### src/sv/fgspd_pkg.sv
`timescale 1ns / 1ps
`default_nettype none
// ---------------------------------------------------------------------------
// fgspd_pkg
// Shared types and constants of the fuzzy gain steering PD controller.
// ---------------------------------------------------------------------------
package fgspd_pkg;

  // Spacing of the gain breakpoints, in pixels of error (1..64).
  localparam int BREAK_STEP = 10;

  localparam int CENTRE_REF = 93;
  localparam int DUTY_MID   = 700;
  localparam int DUTY_MAX   = 770;
  localparam int DUTY_MIN   = 630;
  localparam int DENOM      = 256 * BREAK_STEP;

  localparam int GAIN_W = 12;
  localparam int COL_W  = 8;
  localparam int DUTY_W = 10;
  localparam int NUM_REGS = 8;
  localparam int IDX_W  = 4;

  // Shared multiplier operand widths and accumulator width.
  localparam int OPA_W = 23;
  localparam int OPB_W = 16;
  localparam int PROD_W = OPA_W + OPB_W;
  localparam int ACC_W = 32;
  localparam int DIVX_W = 16;

  // Reciprocal of the step, scaled by 2**RECIP_SH and rounded up. The
  // quotient it gives is exact over the whole unsaturated duty range for
  // any step up to 64.
  localparam int RECIP_SH = 20;

  localparam logic signed [ACC_W-1:0] NUM_LO   = ACC_W'(DUTY_MIN * DENOM);
  localparam logic signed [ACC_W-1:0] NUM_HI   = ACC_W'((DUTY_MAX + 1) * DENOM);
  localparam logic signed [ACC_W-1:0] BIAS     = ACC_W'(DUTY_MID * 256);
  localparam logic [DIVX_W-1:0]       DIV_BASE = DIVX_W'(DUTY_MIN * BREAK_STEP);
  localparam logic [7:0]              STEP_A   = 8'(BREAK_STEP);
  localparam logic signed [OPB_W-1:0] STEP_B   = OPB_W'(BREAK_STEP);
  localparam logic signed [OPA_W-1:0] RECIP_A  =
    OPA_W'((2 ** RECIP_SH + BREAK_STEP - 1) / BREAK_STEP);

  // Register indexes on the configuration port.
  typedef enum logic [2:0] {
    REG_POS_BIG   = 3'd0,
    REG_POS_MID   = 3'd1,
    REG_POS_SMALL = 3'd2,
    REG_ZERO      = 3'd3,
    REG_NEG_SMALL = 3'd4,
    REG_NEG_MID   = 3'd5,
    REG_NEG_BIG   = 3'd6,
    REG_DERIV     = 3'd7
  } reg_idx_t;

  typedef logic [NUM_REGS-1:0][GAIN_W-1:0] gain_bank_t;

  // Result handed from the core to the output register.
  typedef struct packed {
    logic              vld;
    logic [DUTY_W-1:0] duty;
  } res_t;

endpackage
`default_nettype wire

### src/sv/fgspd_cfg_regs.sv
`timescale 1ns / 1ps
`default_nettype none
// ---------------------------------------------------------------------------
// fgspd_cfg_regs
// Gain register file: seven breakpoint gains and the derivative gain.
// ---------------------------------------------------------------------------
module fgspd_cfg_regs (
  input  wire logic                       clk,
  input  wire logic                       rst_n,
  input  wire logic                       wr_en,
  input  wire logic [fgspd_pkg::IDX_W-1:0]  wr_idx,
  input  wire logic [fgspd_pkg::GAIN_W-1:0] wr_data,
  output fgspd_pkg::gain_bank_t           gains
);
  import fgspd_pkg::*;

  gain_bank_t gains_r;

  always_ff @(posedge clk) begin
    if (!rst_n) begin
      gains_r[REG_POS_BIG]   <= GAIN_W'(819);
      gains_r[REG_POS_MID]   <= GAIN_W'(768);
      gains_r[REG_POS_SMALL] <= GAIN_W'(742);
      gains_r[REG_ZERO]      <= GAIN_W'(691);
      gains_r[REG_NEG_SMALL] <= GAIN_W'(742);
      gains_r[REG_NEG_MID]   <= GAIN_W'(768);
      gains_r[REG_NEG_BIG]   <= GAIN_W'(819);
      gains_r[REG_DERIV]     <= GAIN_W'(1536);
    end else if (wr_en && (wr_idx < IDX_W'(NUM_REGS))) begin
      // drop writes beyond the last register
      gains_r[wr_idx[2:0]] <= wr_data;
    end
  end

  assign gains = gains_r;

endmodule
`default_nettype wire

### src/sv/fgspd_mul.sv
`timescale 1ns / 1ps
`default_nettype none
// ---------------------------------------------------------------------------
// fgspd_mul
// Shared signed multiplier used by every product of the control law.
// ---------------------------------------------------------------------------
module fgspd_mul (
  input  wire logic signed [fgspd_pkg::OPA_W-1:0]  op_a,
  input  wire logic signed [fgspd_pkg::OPB_W-1:0]  op_b,
  output logic signed [fgspd_pkg::PROD_W-1:0]      prod
);
  import fgspd_pkg::*;

  always_comb begin
    prod = PROD_W'(op_a) * PROD_W'(op_b);
  end

endmodule
`default_nettype wire

### src/sv/fgspd_core.sv
`timescale 1ns / 1ps
`default_nettype none
// ---------------------------------------------------------------------------
// fgspd_core
// Sequencer and datapath: breakpoint search, gain blend, PD sum, saturation
// and a reciprocal-multiply quotient by the breakpoint step, all on one
// multiplier.
// ---------------------------------------------------------------------------
module fgspd_core (
  input  wire logic                        clk,
  input  wire logic                        rst_n,
  input  wire logic                        start,
  input  wire logic [fgspd_pkg::COL_W-1:0] column,
  input  wire fgspd_pkg::gain_bank_t       gains,
  output logic                             idle,
  output fgspd_pkg::res_t                  res,
  input  wire logic                        res_take
);
  import fgspd_pkg::*;

  typedef enum logic [3:0] {
    S_IDLE, S_KSTEP, S_MKD, S_MSTEP, S_MG0, S_MG1, S_MERR, S_SAT, S_DIV, S_DONE
  } state_t;

  state_t                    state_r, state_nxt;
  logic signed [8:0]         last_error_r, last_error_nxt;
  logic signed [8:0]         err_r, err_nxt;
  logic signed [9:0]         delta_r, delta_nxt;
  logic [7:0]                a_r, a_nxt;
  logic                      pos_r, pos_nxt;
  logic [1:0]                k_r, k_nxt;
  logic signed [ACC_W-1:0]   acc_r, acc_nxt;
  logic signed [OPA_W-1:0]   kp_r, kp_nxt;
  logic [DIVX_W-1:0]         x_r, x_nxt;
  logic [DUTY_W-1:0]         duty_r, duty_nxt;

  logic signed [OPA_W-1:0]   op_a;
  logic signed [OPB_W-1:0]   op_b;
  logic signed [PROD_W-1:0]  prod;
  logic signed [8:0]         err_in;
  logic [1:0]                k_hi;

  fgspd_mul u_mul (
    .op_a (op_a),
    .op_b (op_b),
    .prod (prod)
  );

  // Gain at breakpoint k on the side of the error's sign.
  function automatic logic [GAIN_W-1:0] gain_at(gain_bank_t bank, logic pos, logic [1:0] k);
    logic [2:0] idx;
    idx = pos ? (3'(REG_ZERO) - {1'b0, k}) : (3'(REG_ZERO) + {1'b0, k});
    return bank[idx];
  endfunction

  always_comb begin
    err_in  = 9'(CENTRE_REF) - $signed({1'b0, column});
    k_hi    = (k_r == 2'd3) ? k_r : (k_r + 2'd1);

    state_nxt      = state_r;
    last_error_nxt = last_error_r;
    err_nxt        = err_r;
    delta_nxt      = delta_r;
    a_nxt          = a_r;
    pos_nxt        = pos_r;
    k_nxt          = k_r;
    acc_nxt        = acc_r;
    kp_nxt         = kp_r;
    x_nxt          = x_r;
    duty_nxt       = duty_r;
    op_a           = '0;
    op_b           = '0;

    case (state_r)
      S_IDLE: begin
        if (start) begin
          err_nxt        = err_in;
          delta_nxt      = {err_in[8], err_in} - {last_error_r[8], last_error_r};
          last_error_nxt = err_in;
          pos_nxt        = !err_in[8];
          a_nxt          = err_in[8] ? 8'(-err_in) : err_in[7:0];
          k_nxt          = '0;
          state_nxt      = S_KSTEP;
        end
      end
      // Split |error| into segment index and offset, one subtract per cycle.
      S_KSTEP: begin
        if (k_r == 2'd3) begin
          a_nxt     = '0;
          state_nxt = S_MKD;
        end else if (a_r < STEP_A) begin
          state_nxt = S_MKD;
        end else begin
          a_nxt = a_r - STEP_A;
          k_nxt = k_r + 2'd1;
        end
      end
      S_MKD: begin
        op_a      = OPA_W'(gains[REG_DERIV]);
        op_b      = OPB_W'(delta_r);
        acc_nxt   = BIAS + ACC_W'(prod);
        state_nxt = S_MSTEP;
      end
      S_MSTEP: begin
        op_a      = acc_r[OPA_W-1:0];
        op_b      = STEP_B;
        acc_nxt   = ACC_W'(prod);
        state_nxt = S_MG0;
      end
      S_MG0: begin
        op_a      = OPA_W'(gain_at(gains, pos_r, k_r));
        op_b      = STEP_B - $signed(OPB_W'(a_r));
        kp_nxt    = prod[OPA_W-1:0];
        state_nxt = S_MG1;
      end
      S_MG1: begin
        op_a      = OPA_W'(gain_at(gains, pos_r, k_hi));
        op_b      = $signed(OPB_W'(a_r));
        kp_nxt    = kp_r + prod[OPA_W-1:0];
        state_nxt = S_MERR;
      end
      S_MERR: begin
        op_a      = kp_r;
        op_b      = OPB_W'(err_r);
        acc_nxt   = acc_r + ACC_W'(prod);
        state_nxt = S_SAT;
      end
      S_SAT: begin
        if (acc_r < NUM_LO) begin
          duty_nxt  = DUTY_W'(DUTY_MIN);
          state_nxt = S_DONE;
        end else if (acc_r >= NUM_HI) begin
          duty_nxt  = DUTY_W'(DUTY_MAX);
          state_nxt = S_DONE;
        end else begin
          x_nxt     = acc_r[DIVX_W+7:8] - DIV_BASE;
          state_nxt = S_DIV;
        end
      end
      // Quotient by the step through the scaled reciprocal, in one product.
      S_DIV: begin
        op_a      = RECIP_A;
        op_b      = OPB_W'(x_r);
        duty_nxt  = DUTY_W'(DUTY_MIN) + DUTY_W'(prod[RECIP_SH+7:RECIP_SH]);
        state_nxt = S_DONE;
      end
      S_DONE: begin
        if (res_take) begin
          state_nxt = S_IDLE;
        end
      end
      default: begin
        state_nxt = S_IDLE;
      end
    endcase
  end

  always_ff @(posedge clk) begin
    err_r   <= err_nxt;
    delta_r <= delta_nxt;
    a_r     <= a_nxt;
    pos_r   <= pos_nxt;
    k_r     <= k_nxt;
    acc_r   <= acc_nxt;
    kp_r    <= kp_nxt;
    x_r     <= x_nxt;
    duty_r  <= duty_nxt;
    if (!rst_n) begin
      state_r      <= S_IDLE;
      last_error_r <= '0;
    end else begin
      state_r      <= state_nxt;
      last_error_r <= last_error_nxt;
    end
  end

  assign idle     = (state_r == S_IDLE);
  assign res.vld  = (state_r == S_DONE);
  assign res.duty = duty_r;

endmodule
`default_nettype wire

### src/sv/fuzzy_gain_steering_pd.sv
`timescale 1ns / 1ps
`default_nettype none
// Sequence: breakpoint search, then the derivative, step and gain-blend
//   products, the error product, saturation and a reciprocal-multiply
//   quotient, which is skipped when the duty saturates; one shared multiplier.
// Flow: one item in work at a time; the output register lets the next item
//   start while a result waits for out_tready.
// Reset: rst_n synchronous, active low; gains return to defaults, last error to 0.
// ---------------------------------------------------------------------------
// fuzzy_gain_steering_pd
// Fuzzy gain-scheduled PD steering controller: lane centre column in,
// saturated servo duty out.
// ---------------------------------------------------------------------------
module fuzzy_gain_steering_pd (
  input  wire logic        clk,
  input  wire logic        rst_n,
  // input items
  input  wire logic        in_tvalid,
  output logic             in_tready,
  input  wire logic [7:0]  in_tdata,   // [7:0] centre_column
  // result items
  output logic             out_tvalid,
  input  wire logic        out_tready,
  output logic [15:0]      out_tdata,  // [9:0] servo_duty, [15:10] zero
  // configuration writes
  input  wire logic        cfg_valid,
  output logic             cfg_ready,
  input  wire logic [3:0]  cfg_index,
  input  wire logic [11:0] cfg_data
);
  import fgspd_pkg::*;

  gain_bank_t        gains;
  res_t              res;
  logic              core_idle;
  logic              in_acc;
  logic              res_take;
  logic              out_valid_r;
  logic [DUTY_W-1:0] out_duty_r;

  // Register writes never stall; always take them.
  assign cfg_ready = 1'b1;

  fgspd_cfg_regs u_regs (
    .clk     (clk),
    .rst_n   (rst_n),
    .wr_en   (cfg_valid),
    .wr_idx  (cfg_index),
    .wr_data (cfg_data),
    .gains   (gains)
  );

  // Take a new item whenever the sequencer is idle.
  assign in_tready = core_idle;
  assign in_acc    = in_tvalid && in_tready;

  fgspd_core u_core (
    .clk      (clk),
    .rst_n    (rst_n),
    .start    (in_acc),
    .column   (in_tdata[COL_W-1:0]),
    .gains    (gains),
    .idle     (core_idle),
    .res      (res),
    .res_take (res_take)
  );

  // Move a finished result into the output register when it is empty or
  // being drained this cycle; otherwise hold the core in its done state.
  assign res_take = res.vld && (!out_valid_r || out_tready);

  always_ff @(posedge clk) begin
    if (res_take) begin
      out_duty_r <= res.duty;
    end
    if (!rst_n) begin
      out_valid_r <= 1'b0;
    end else if (res_take) begin
      out_valid_r <= 1'b1;
    end else if (out_tready) begin
      out_valid_r <= 1'b0;
    end
  end

  assign out_tvalid = out_valid_r;
  assign out_tdata  = {6'b0, out_duty_r};

endmodule
`default_nettype wire

### config.mk
export PLATFORM = sky130hd
export DESIGN_NAME = fuzzy_gain_steering_pd
export DESIGN_NICKNAME = d
export VERILOG_FILES = /design/src/sv/fgspd_pkg.sv /design/src/sv/fgspd_cfg_regs.sv /design/src/sv/fgspd_mul.sv /design/src/sv/fgspd_core.sv /design/src/sv/fuzzy_gain_steering_pd.sv
export SDC_FILE = /design/constraint.sdc
export NUM_CORES = 2
export LEC_CHECK = 0
export CAP_MARGIN = 15
export CORE_ASPECT_RATIO = 2
export CORE_MARGIN = 10
export CORE_UTILIZATION = 45
export DETAILED_ROUTE_END_ITERATION = 10
export DONT_BUFFER_PORTS = 1
export PLACE_DENSITY = 0.72
export SLEW_MARGIN = 15
export SYNTH_ARGS = -nofsm -noshare
export SYNTH_HDL_FRONTEND = slang
export SYNTH_SLANG_ARGS = --single-unit
### constraint.sdc
create_clock -name clk -period 33.3 [get_ports clk]
set_clock_uncertainty 0.1 [all_clocks]
set_input_delay 3.33 -clock clk [delete_from_list [all_inputs] [get_ports clk]]
set_output_delay 3.33 -clock clk [all_outputs]
set_load 0.005 [all_outputs]
=== Yosys cells after proc, flatten, opt, wreduce, memory -nomap -nowiden ===
Index checks and enable logic that the tools add are counted.

* Bits in registers: 231
* Bits of input ports: 29
* Output and inout bits: 19
* Word-level logic and storage cells: 118

* $add $sub $neg: 15
* $mul: 1
* Order comparisons: 8
* Equal/unequal tests: 17
* Muxes and demuxes: 35
* Bitwise operators: 2
* Reductions and logical operators: 19

{| class="wikitable"
|+ Operators with widths
! kind !! count
|-
| $pmux W23 S6 || 1
|-
| $bwmux W96 || 1
|-
| $pmux W16 S6 || 1
|-
| $pmux W32 S3 || 1
|-
| $bmux W12 S3 || 2
|-
| $pmux W23 S2 || 1
|-
| $pmux W4 S10 || 1
|-
| $demux W12 S3 || 1
|-
| $mux W12 || 3
|-
| $add A19 B32 Y32 const A || 1
|-
| $add A32 B32 Y32 || 1
|-
| $ge A32 B22 Y1 const B || 1
|-
| $lt A32 B22 Y1 const B || 1
|-
| $mul A23 B16 Y32 || 1
|-
| $mux W8 || 4
|-
| $add A23 B23 Y23 || 1
|-
| $mux W10 || 2
|-
| $mux W4 || 5
|-
| $pmux W10 S2 || 1
|-
| $eq A4 B3 Y1 const B || 4
|-
| $pmux W8 S2 || 1
|-
| $sub A16 B13 Y16 const B || 1
|-
| $lt A3 B4 Y1 const B || 3
|-
| $add A10 B8 Y10 const A || 1
|-
| 33 further kinds || 57
|}

=== Logic depth before layout (Yosys ltp) ===
* Depth after elaboration: 10
* Depth in mapped cells: 44
* Gate-level depth less buffers: 41

=== By module ===
A second synthesis with hierarchy kept.

* Cell total of the unflattened synthesis: 3103
* Area total of the unflattened synthesis: 28683.8 um^2

{| class="wikitable"
|+ By module, submodules not included
! module !! times used !! cells an instance !! area each (um^2)
|-
| fgspd_mul || 1 || 1538 || 13490.4
|-
| fgspd_core || 1 || 1181 || 11066.9
|-
| fgspd_cfg_regs || 1 || 360 || 3712.3
|-
| fuzzy_gain_steering_pd || 1 || 24 || 414.1
|}

=== Least setup slack after synthesis ===
OpenSTA, ideal clock, no wires.

* Path kind: register to register
* Start point: register u_core.k_r[0]
* End point: register u_core.acc_r[31] (data pin)
* Library setup time: 0.258 ns
* Arrival time: 10.381 ns
* Path slack: 22.561 ns
* Cell stages (with the launch flop): 38
* Path buffers: 3
* Period minus slack after synthesis: 10.739 ns
* Path through: edfxtp_1 inv_2 buf_1 ha_1 mux2i_1 clkbuf_1 mux4_2 nand2_1 a21oi_1 nor3_1 clkbuf_1 nor2_1 fa_1 inv_1 fa_1 fa_1 inv_1 fa_1 [2 not listed] fa_1 inv_1 ha_1 a211o_1 o2111a_1 o31a_1 a2111oi_0 nor3b_2 ha_1 o21a_1 nor2_1 or3_1 o21ai_0 a31oi_1 o221ai_1 mux2i_1 a41o_1 xnor2_1

* Cells in the longest elaborated chain, start to end: 10
* Elaborated cells between the ends (all ways): 18
* Those cells by class: add/sub: 7; mul: 1; eq/ne: 1; mux: 9

{| class="wikitable"
|+ Ends and longest elaborated chain
! element !! line !! source
|-
| start: declaration || fgspd_core.sv:31 || <nowiki>logic [1:0] k_r, k_nxt;</nowiki>
|-
| start signal: assignment || fgspd_core.sv:163 || <nowiki>k_r <= k_nxt;</nowiki>
|-
| $add A2 B1 Y2 / $eq A2 B2 Y1 (equally long branches) || fgspd_core.sv:58 || <nowiki>k_hi = (k_r == 2'd3) ? k_r : (k_r + 2'd1);</nowiki>
|-
| $mux W2 || fgspd_core.sv:58 ||
|-
| $add A2 B2 Y3 / $sub A2 B2 Y3 (equally long branches) || fgspd_core.sv:52 || <nowiki>idx = pos ? (3'(REG_ZERO) - {1'b0, k}) : (3'(REG_ZERO) + {1'b0, k});</nowiki>
|-
| $mux W3 || fgspd_core.sv:52 ||
|-
| $bmux W12 S3 || fgspd_core.sv:53 || <nowiki>return bank[idx];</nowiki>
|-
| $mux W12 (not written as such) || fgspd_core.sv:53 ||
|-
| $pmux W23 S6 * || fgspd_core.sv:74 || <nowiki>case (state_r)</nowiki>
|-
| $mul A23 B16 Y32 * || fgspd_mul.sv:15 || <nowiki>prod = PROD_W'(op_a) * PROD_W'(op_b);</nowiki>
|-
| $add A32 B32 Y32 / $add A19 B32 Y32 (equally long branches) || fgspd_core.sv:125, fgspd_core.sv:101 ||
|-
| $pmux W32 S3 * || fgspd_core.sv:74 ||
|-
| via u_core.acc_nxt[31] || fgspd_core.sv:32 || <nowiki>logic signed [ACC_W-1:0] acc_r, acc_nxt;</nowiki>
|-
| end signal: assignment || fgspd_core.sv:164 || <nowiki>acc_r <= acc_nxt;</nowiki>
|-
| end: declaration || fgspd_core.sv:32 ||
|}

The timed path passes the listed nets; every way through them passes the cells marked *. The select of a mux whose other input is x is not followed.
A chain may end at the register's enable or synchronous reset.

=== Worst setup path in the final report ===
Same ends and word-level chain as after synthesis.

==> metrics.txt <==
# TYPE chip_impl_metric gauge
chip_impl_info{name="outcome",value="completed"} 1
chip_impl_metric{name="worst-endpoint-required",unit="ns"} 33.50
chip_impl_metric{name="tritoncts.num_buffers",unit=""} 21
chip_impl_metric{name="placed_cell_area",unit="sq mm"} 0.02719
chip_impl_metric{name="synthesis.area",unit="sq mm"} 0.02637
chip_impl_metric{name="port_buffers",unit=""} 0
chip_impl_info{name="cp-start-kind",value="flop"} 1
chip_impl_metric{name="power.ir.vdd_worst",unit="uV"} 54.87
chip_impl_metric{name="power_density",unit="mW/mm^2"} 32.83
chip_impl_metric{name="sum_of_routed_wire_length_over_all_layers",unit="um"} 83520
chip_impl_metric{name="fp-row-count",unit=""} 125
chip_impl_info{name="crit_slowest_cell",value="sky130_fd_sc_hd__inv_2"} 1
chip_impl_metric{name="static-leakage-power",unit="nW"} 12.06
chip_impl_metric{name="max-cap-violations",unit=""} 0
chip_impl_info{name="cts_tree",value="done"} 1
chip_impl_metric{name="drt_first_iter_violations",unit=""} 1390
chip_impl_metric{name="clock_tree.htree_level_count",unit=""} 1
chip_impl_metric{name="synth-edff-count",unit=""} 119
chip_impl_metric{name="ctsResizeCount",unit=""} 0
chip_impl_metric{name="place_congestion",unit=""} 1.009
chip_impl_metric{name="sequential_share_of_the_synthesized_area",unit="%"} 21.90
chip_impl_metric{name="timing.final.hold_violations",unit=""} 0
chip_impl_metric{name="slew_headroom",unit="%"} 20.50
chip_impl_metric{name="synth.yosys.warnings",unit=""} 0
chip_impl_metric{name="inserted_diodes",unit=""} 0
chip_impl_info{name="mostFrequentLayoutCells",value="sky130_fd_sc_hd__nand2_1 (487), sky130_fd_sc_hd__inv_1 (463), sky130_fd_sc_hd__fa_1 (299)"} 1
chip_impl_metric{name="grt-ovfl-total",unit=""} 0
chip_impl_info{name="ys_dominant_reg_cell",value="sky130_fd_sc_hd__edfxtp_1"} 1
chip_impl_metric{name="remaining_number_of_nets_flagged_by_the_antenna_check_after_routing",unit=""} 0
chip_impl_metric{name="clk_latency",unit="ns"} 0.56
chip_impl_metric{name="cts.reportedPaths.clkPinSlew",unit="ns"} 0.07
chip_impl_metric{name="route.detailed.drc",unit=""} 0
chip_impl_info{name="path_class",value="reg -> reg"} 1
chip_impl_metric{name="synth_cell_type_count",unit=""} 96
chip_impl_metric{name="cts_hold_buffers",unit=""} 0
chip_impl_metric{name="timing.fmax",unit="GHz"} 0.08498
chip_impl_metric{name="crit_arrival",unit="ns"} 11.97
chip_impl_metric{name="syn-instance-count",unit=""} 2998
chip_impl_metric{name="vias_per_cell",unit=""} 5.809
chip_impl_metric{name="mean_routed_wirelength_per_cell",unit="um"} 22.44
chip_impl_metric{name="place_hpwl",unit="um"} 66830
chip_impl_metric{name="ys_async_sr_fraction",unit="%"} 0
chip_impl_metric{name="clock_sink_count",unit=""} 229
chip_impl_metric{name="critPathMaxFanout",unit=""} 27
chip_impl_metric{name="worst-slew-pin-transition",unit="ns"} 1.188
chip_impl_metric{name="floorplan.die_area",unit="sq mm"} 0.06926
chip_impl_metric{name="grt_start_max_net_pins",unit=""} 109
chip_impl_metric{name="report.final.slew_viol_count",unit=""} 0
chip_impl_metric{name="post_synthesis_register_bit_count",unit=""} 229
chip_impl_metric{name="die_height",unit="um"} 362.3
chip_impl_metric{name="number_of_global_route_vias_before_repair",unit=""} 23360
chip_impl_metric{name="maximum_count_of_clock_buffers_along_a_single_path",unit=""} 3
chip_impl_metric{name="final_period_minus_worst_setup_slack",unit="ns"} 11.77
chip_impl_info{name="min_path_type",value="reg -> reg"} 1
chip_impl_metric{name="initial_core_util",unit="%"} 45.44
chip_impl_info{name="mostFrequentLayoutCell",value="sky130_fd_sc_hd__nand2_1"} 1
chip_impl_metric{name="area_growth_syn_to_layout",unit="%"} 5.709
chip_impl_metric{name="antenna_found_initial",unit=""} 1
chip_impl_metric{name="nNetsFinal",unit=""} 3439
chip_impl_info{name="clk_root_buffer_cell",value="sky130_fd_sc_hd__clkbuf_16"} 1
chip_impl_metric{name="grt_pass1_wl",unit="um"} 129500
chip_impl_metric{name="final.period_utilization",unit="%"} 35.34
chip_impl_metric{name="design.portCount",unit=""} 48
chip_impl_metric{name="detailroute.via_count",unit=""} 21620
chip_impl_metric{name="slowest_delay",unit="ns"} 0.63
chip_impl_metric{name="syn_avg_cell_area",unit="sq um"} 8.795
chip_impl_info{name="critical_path.most_common_cell",value="sky130_fd_sc_hd__inv_1"} 1
chip_impl_metric{name="fin_area",unit="sq mm"} 0.02787
chip_impl_metric{name="firstDrtPassIters",unit=""} 7
chip_impl_metric{name="fraction_of_final_layout_cells_with_drive_strength_greater_than_1",unit="%"} 6.554
chip_impl_metric{name="die_width",unit="um"} 191.2
chip_impl_metric{name="core_area",unit="sq mm"} 0.05802
chip_impl_metric{name="setup-violations-final",unit=""} 0
chip_impl_info{name="crit_path_end_kind",value="flop"} 1
chip_impl_metric{name="track_usage",unit="%"} 24.29
chip_impl_metric{name="postCtsSetupBuffers",unit=""} 0
chip_impl_metric{name="totalNegativeSetupSlack",unit="ns"} 0
chip_impl_info{name="grt_setup_unrepaired",value="false"} 1
-- worst paths after layout --
| kind | startpoint | endpoint | slack [ns] | cells after the start |
|---|---|---|---|---|
| worst min-delay path | u_core.duty_r[7] | out_duty_r[7] | 0.32 | 0 |
| worst min register to register | u_core.duty_r[7] | out_duty_r[7] | 0.32 | 0 |
| worst max register to register | u_core.k_r[0] | u_core.acc_r[31] | 21.53 | 39 |
| worst max-delay path | u_core.k_r[0] | u_core.acc_r[31] | 21.53 | 39 |
-- synth_stat cells (all sizes together), types with 8 or more instances --
cell	instances	area [sq um]
a211oi	10	80.07
a21boi	69	518.0
a21o	44	331.6
a21oi	122	618.1
a222oi	11	110.1
a22o	10	87.58
a22oi	16	120.1
a31oi	11	81.32
and2	12	75.07
and3	14	95.09
buf	38	237.7
clkbuf	91	371.6
dfxtp	110	2202
edfxtp	119	3573
fa	299	5986
ha	166	2077
inv	466	1749
mux2i	14	140.1
mux4	48	1081
nand2	488	1834
nand2b	30	187.7
nand3	70	367.9
nor2	260	978.4
nor2b	16	100.1
nor3	46	240.2
nor4	8	65.06
o211ai	12	110.1
o21a	15	112.6
o21ai	126	630.6
o31ai	10	75.07
or2	14	87.59
or3	11	73.82
xnor2	89	787.0
xor2	46	410.4
-- metal layers --
layer | part of all wire, % | vias up | track usage [%] | wire (um)
met4 | 12 | 2 | 24.80 | 9979
met3 | 5.7 | 460 | 4.268 | 4792
li1 | - | 9692 | - | -
met2 | 53 | 924 | 45.17 | 44490
met1 | 29 | 10540 | 20.40 | 24250
met5 | 0.019 | - | 0 | 16
-- power breakdown --
group          switching (mW)  internal (mW)
Combinational           0.194          0.126
Sequential             0.0193          0.320
Clock                   0.122          0.134
Total                   0.335          0.580
-- area by class of cell --
cell class | instances | area [sq um]
timing repair buffer | 47 | 356.6
tap | 762 | 953.4
multi-input combinational | 2180 | 18360
clock inverter | 15 | 148.9
inverter | 466 | 1749
clock buffer | 23 | 533.0
sequential | 229 | 5776
fill | 5463 | 30150
-- cell families (layout without fill, tap and decap cells) --
kind of cell / Yosys count / in the layout / share of synthesized area, %
flops: 229 / 229 / 21.90
buf+inv: 595 / 551 / 8.945
fa+ha+maj: 465 / 465 / 30.58
simple gates: 991 / 991 / 16.29
xor+xnor: 135 / 135 / 4.541
other cells: 2 / 8 / 0.02848
mux: 62 / 62 / 4.631
compound gates: 519 / 519 / 13.09
-- flip-flops by register name, summed over array words and instances, names as in the netlist --
signal               flops
u_core.duty_r            9
u_core.pos_r             1
u_core.last_error_r      9
u_core.acc_r            32
u_core.a_r               8
out_tvalid               1
u_regs.gains            96
u_core.delta_r          10
u_core.kp_r             23
u_core.x_r              16
out_duty_r               9
u_core.state_r           4
u_core.err_r             9
u_core.k_r               2
-- worst max-delay path, delay by kind of cell, from the launching register on --
family                     cells  cell delay (ns)
DFF                            1             0.45
buffers and inverters          9             1.68
adders and majority gates     10             4.53
AOI/OAI and AO/OA             10             2.43
muxes                          3             0.62
and+or+nand+nor                6             1.57
xor gates and xnor gates       1             0.12
-- through the flow --
| stage | util [%] | instances | worst slack, ns | hold WS, ns | total power [mW] |
|---|---|---|---|---|---|
| 2_1_floorplan | - | 3004 | 22.56 | 0.3003 | 0.5720 |
| 3_3_place_gp | 46.84 | 3683 | 21.76 | 0.3056 | 0.6545 |
| 3_5_place_dp | 46.86 | 3684 | 21.62 | 0.3045 | 0.6595 |
| 4_1_cts | 48.04 | 3722 | 21.58 | 0.3200 | 0.9133 |
| 5_1_grt | 48.04 | 3722 | 20.81 | 0.3408 | 0.9524 |
| 6_report | 48.04 | 3722 | 21.53 | 0.3189 | 0.9151 |
Note: power is estimated with default switching activity, not from simulation.
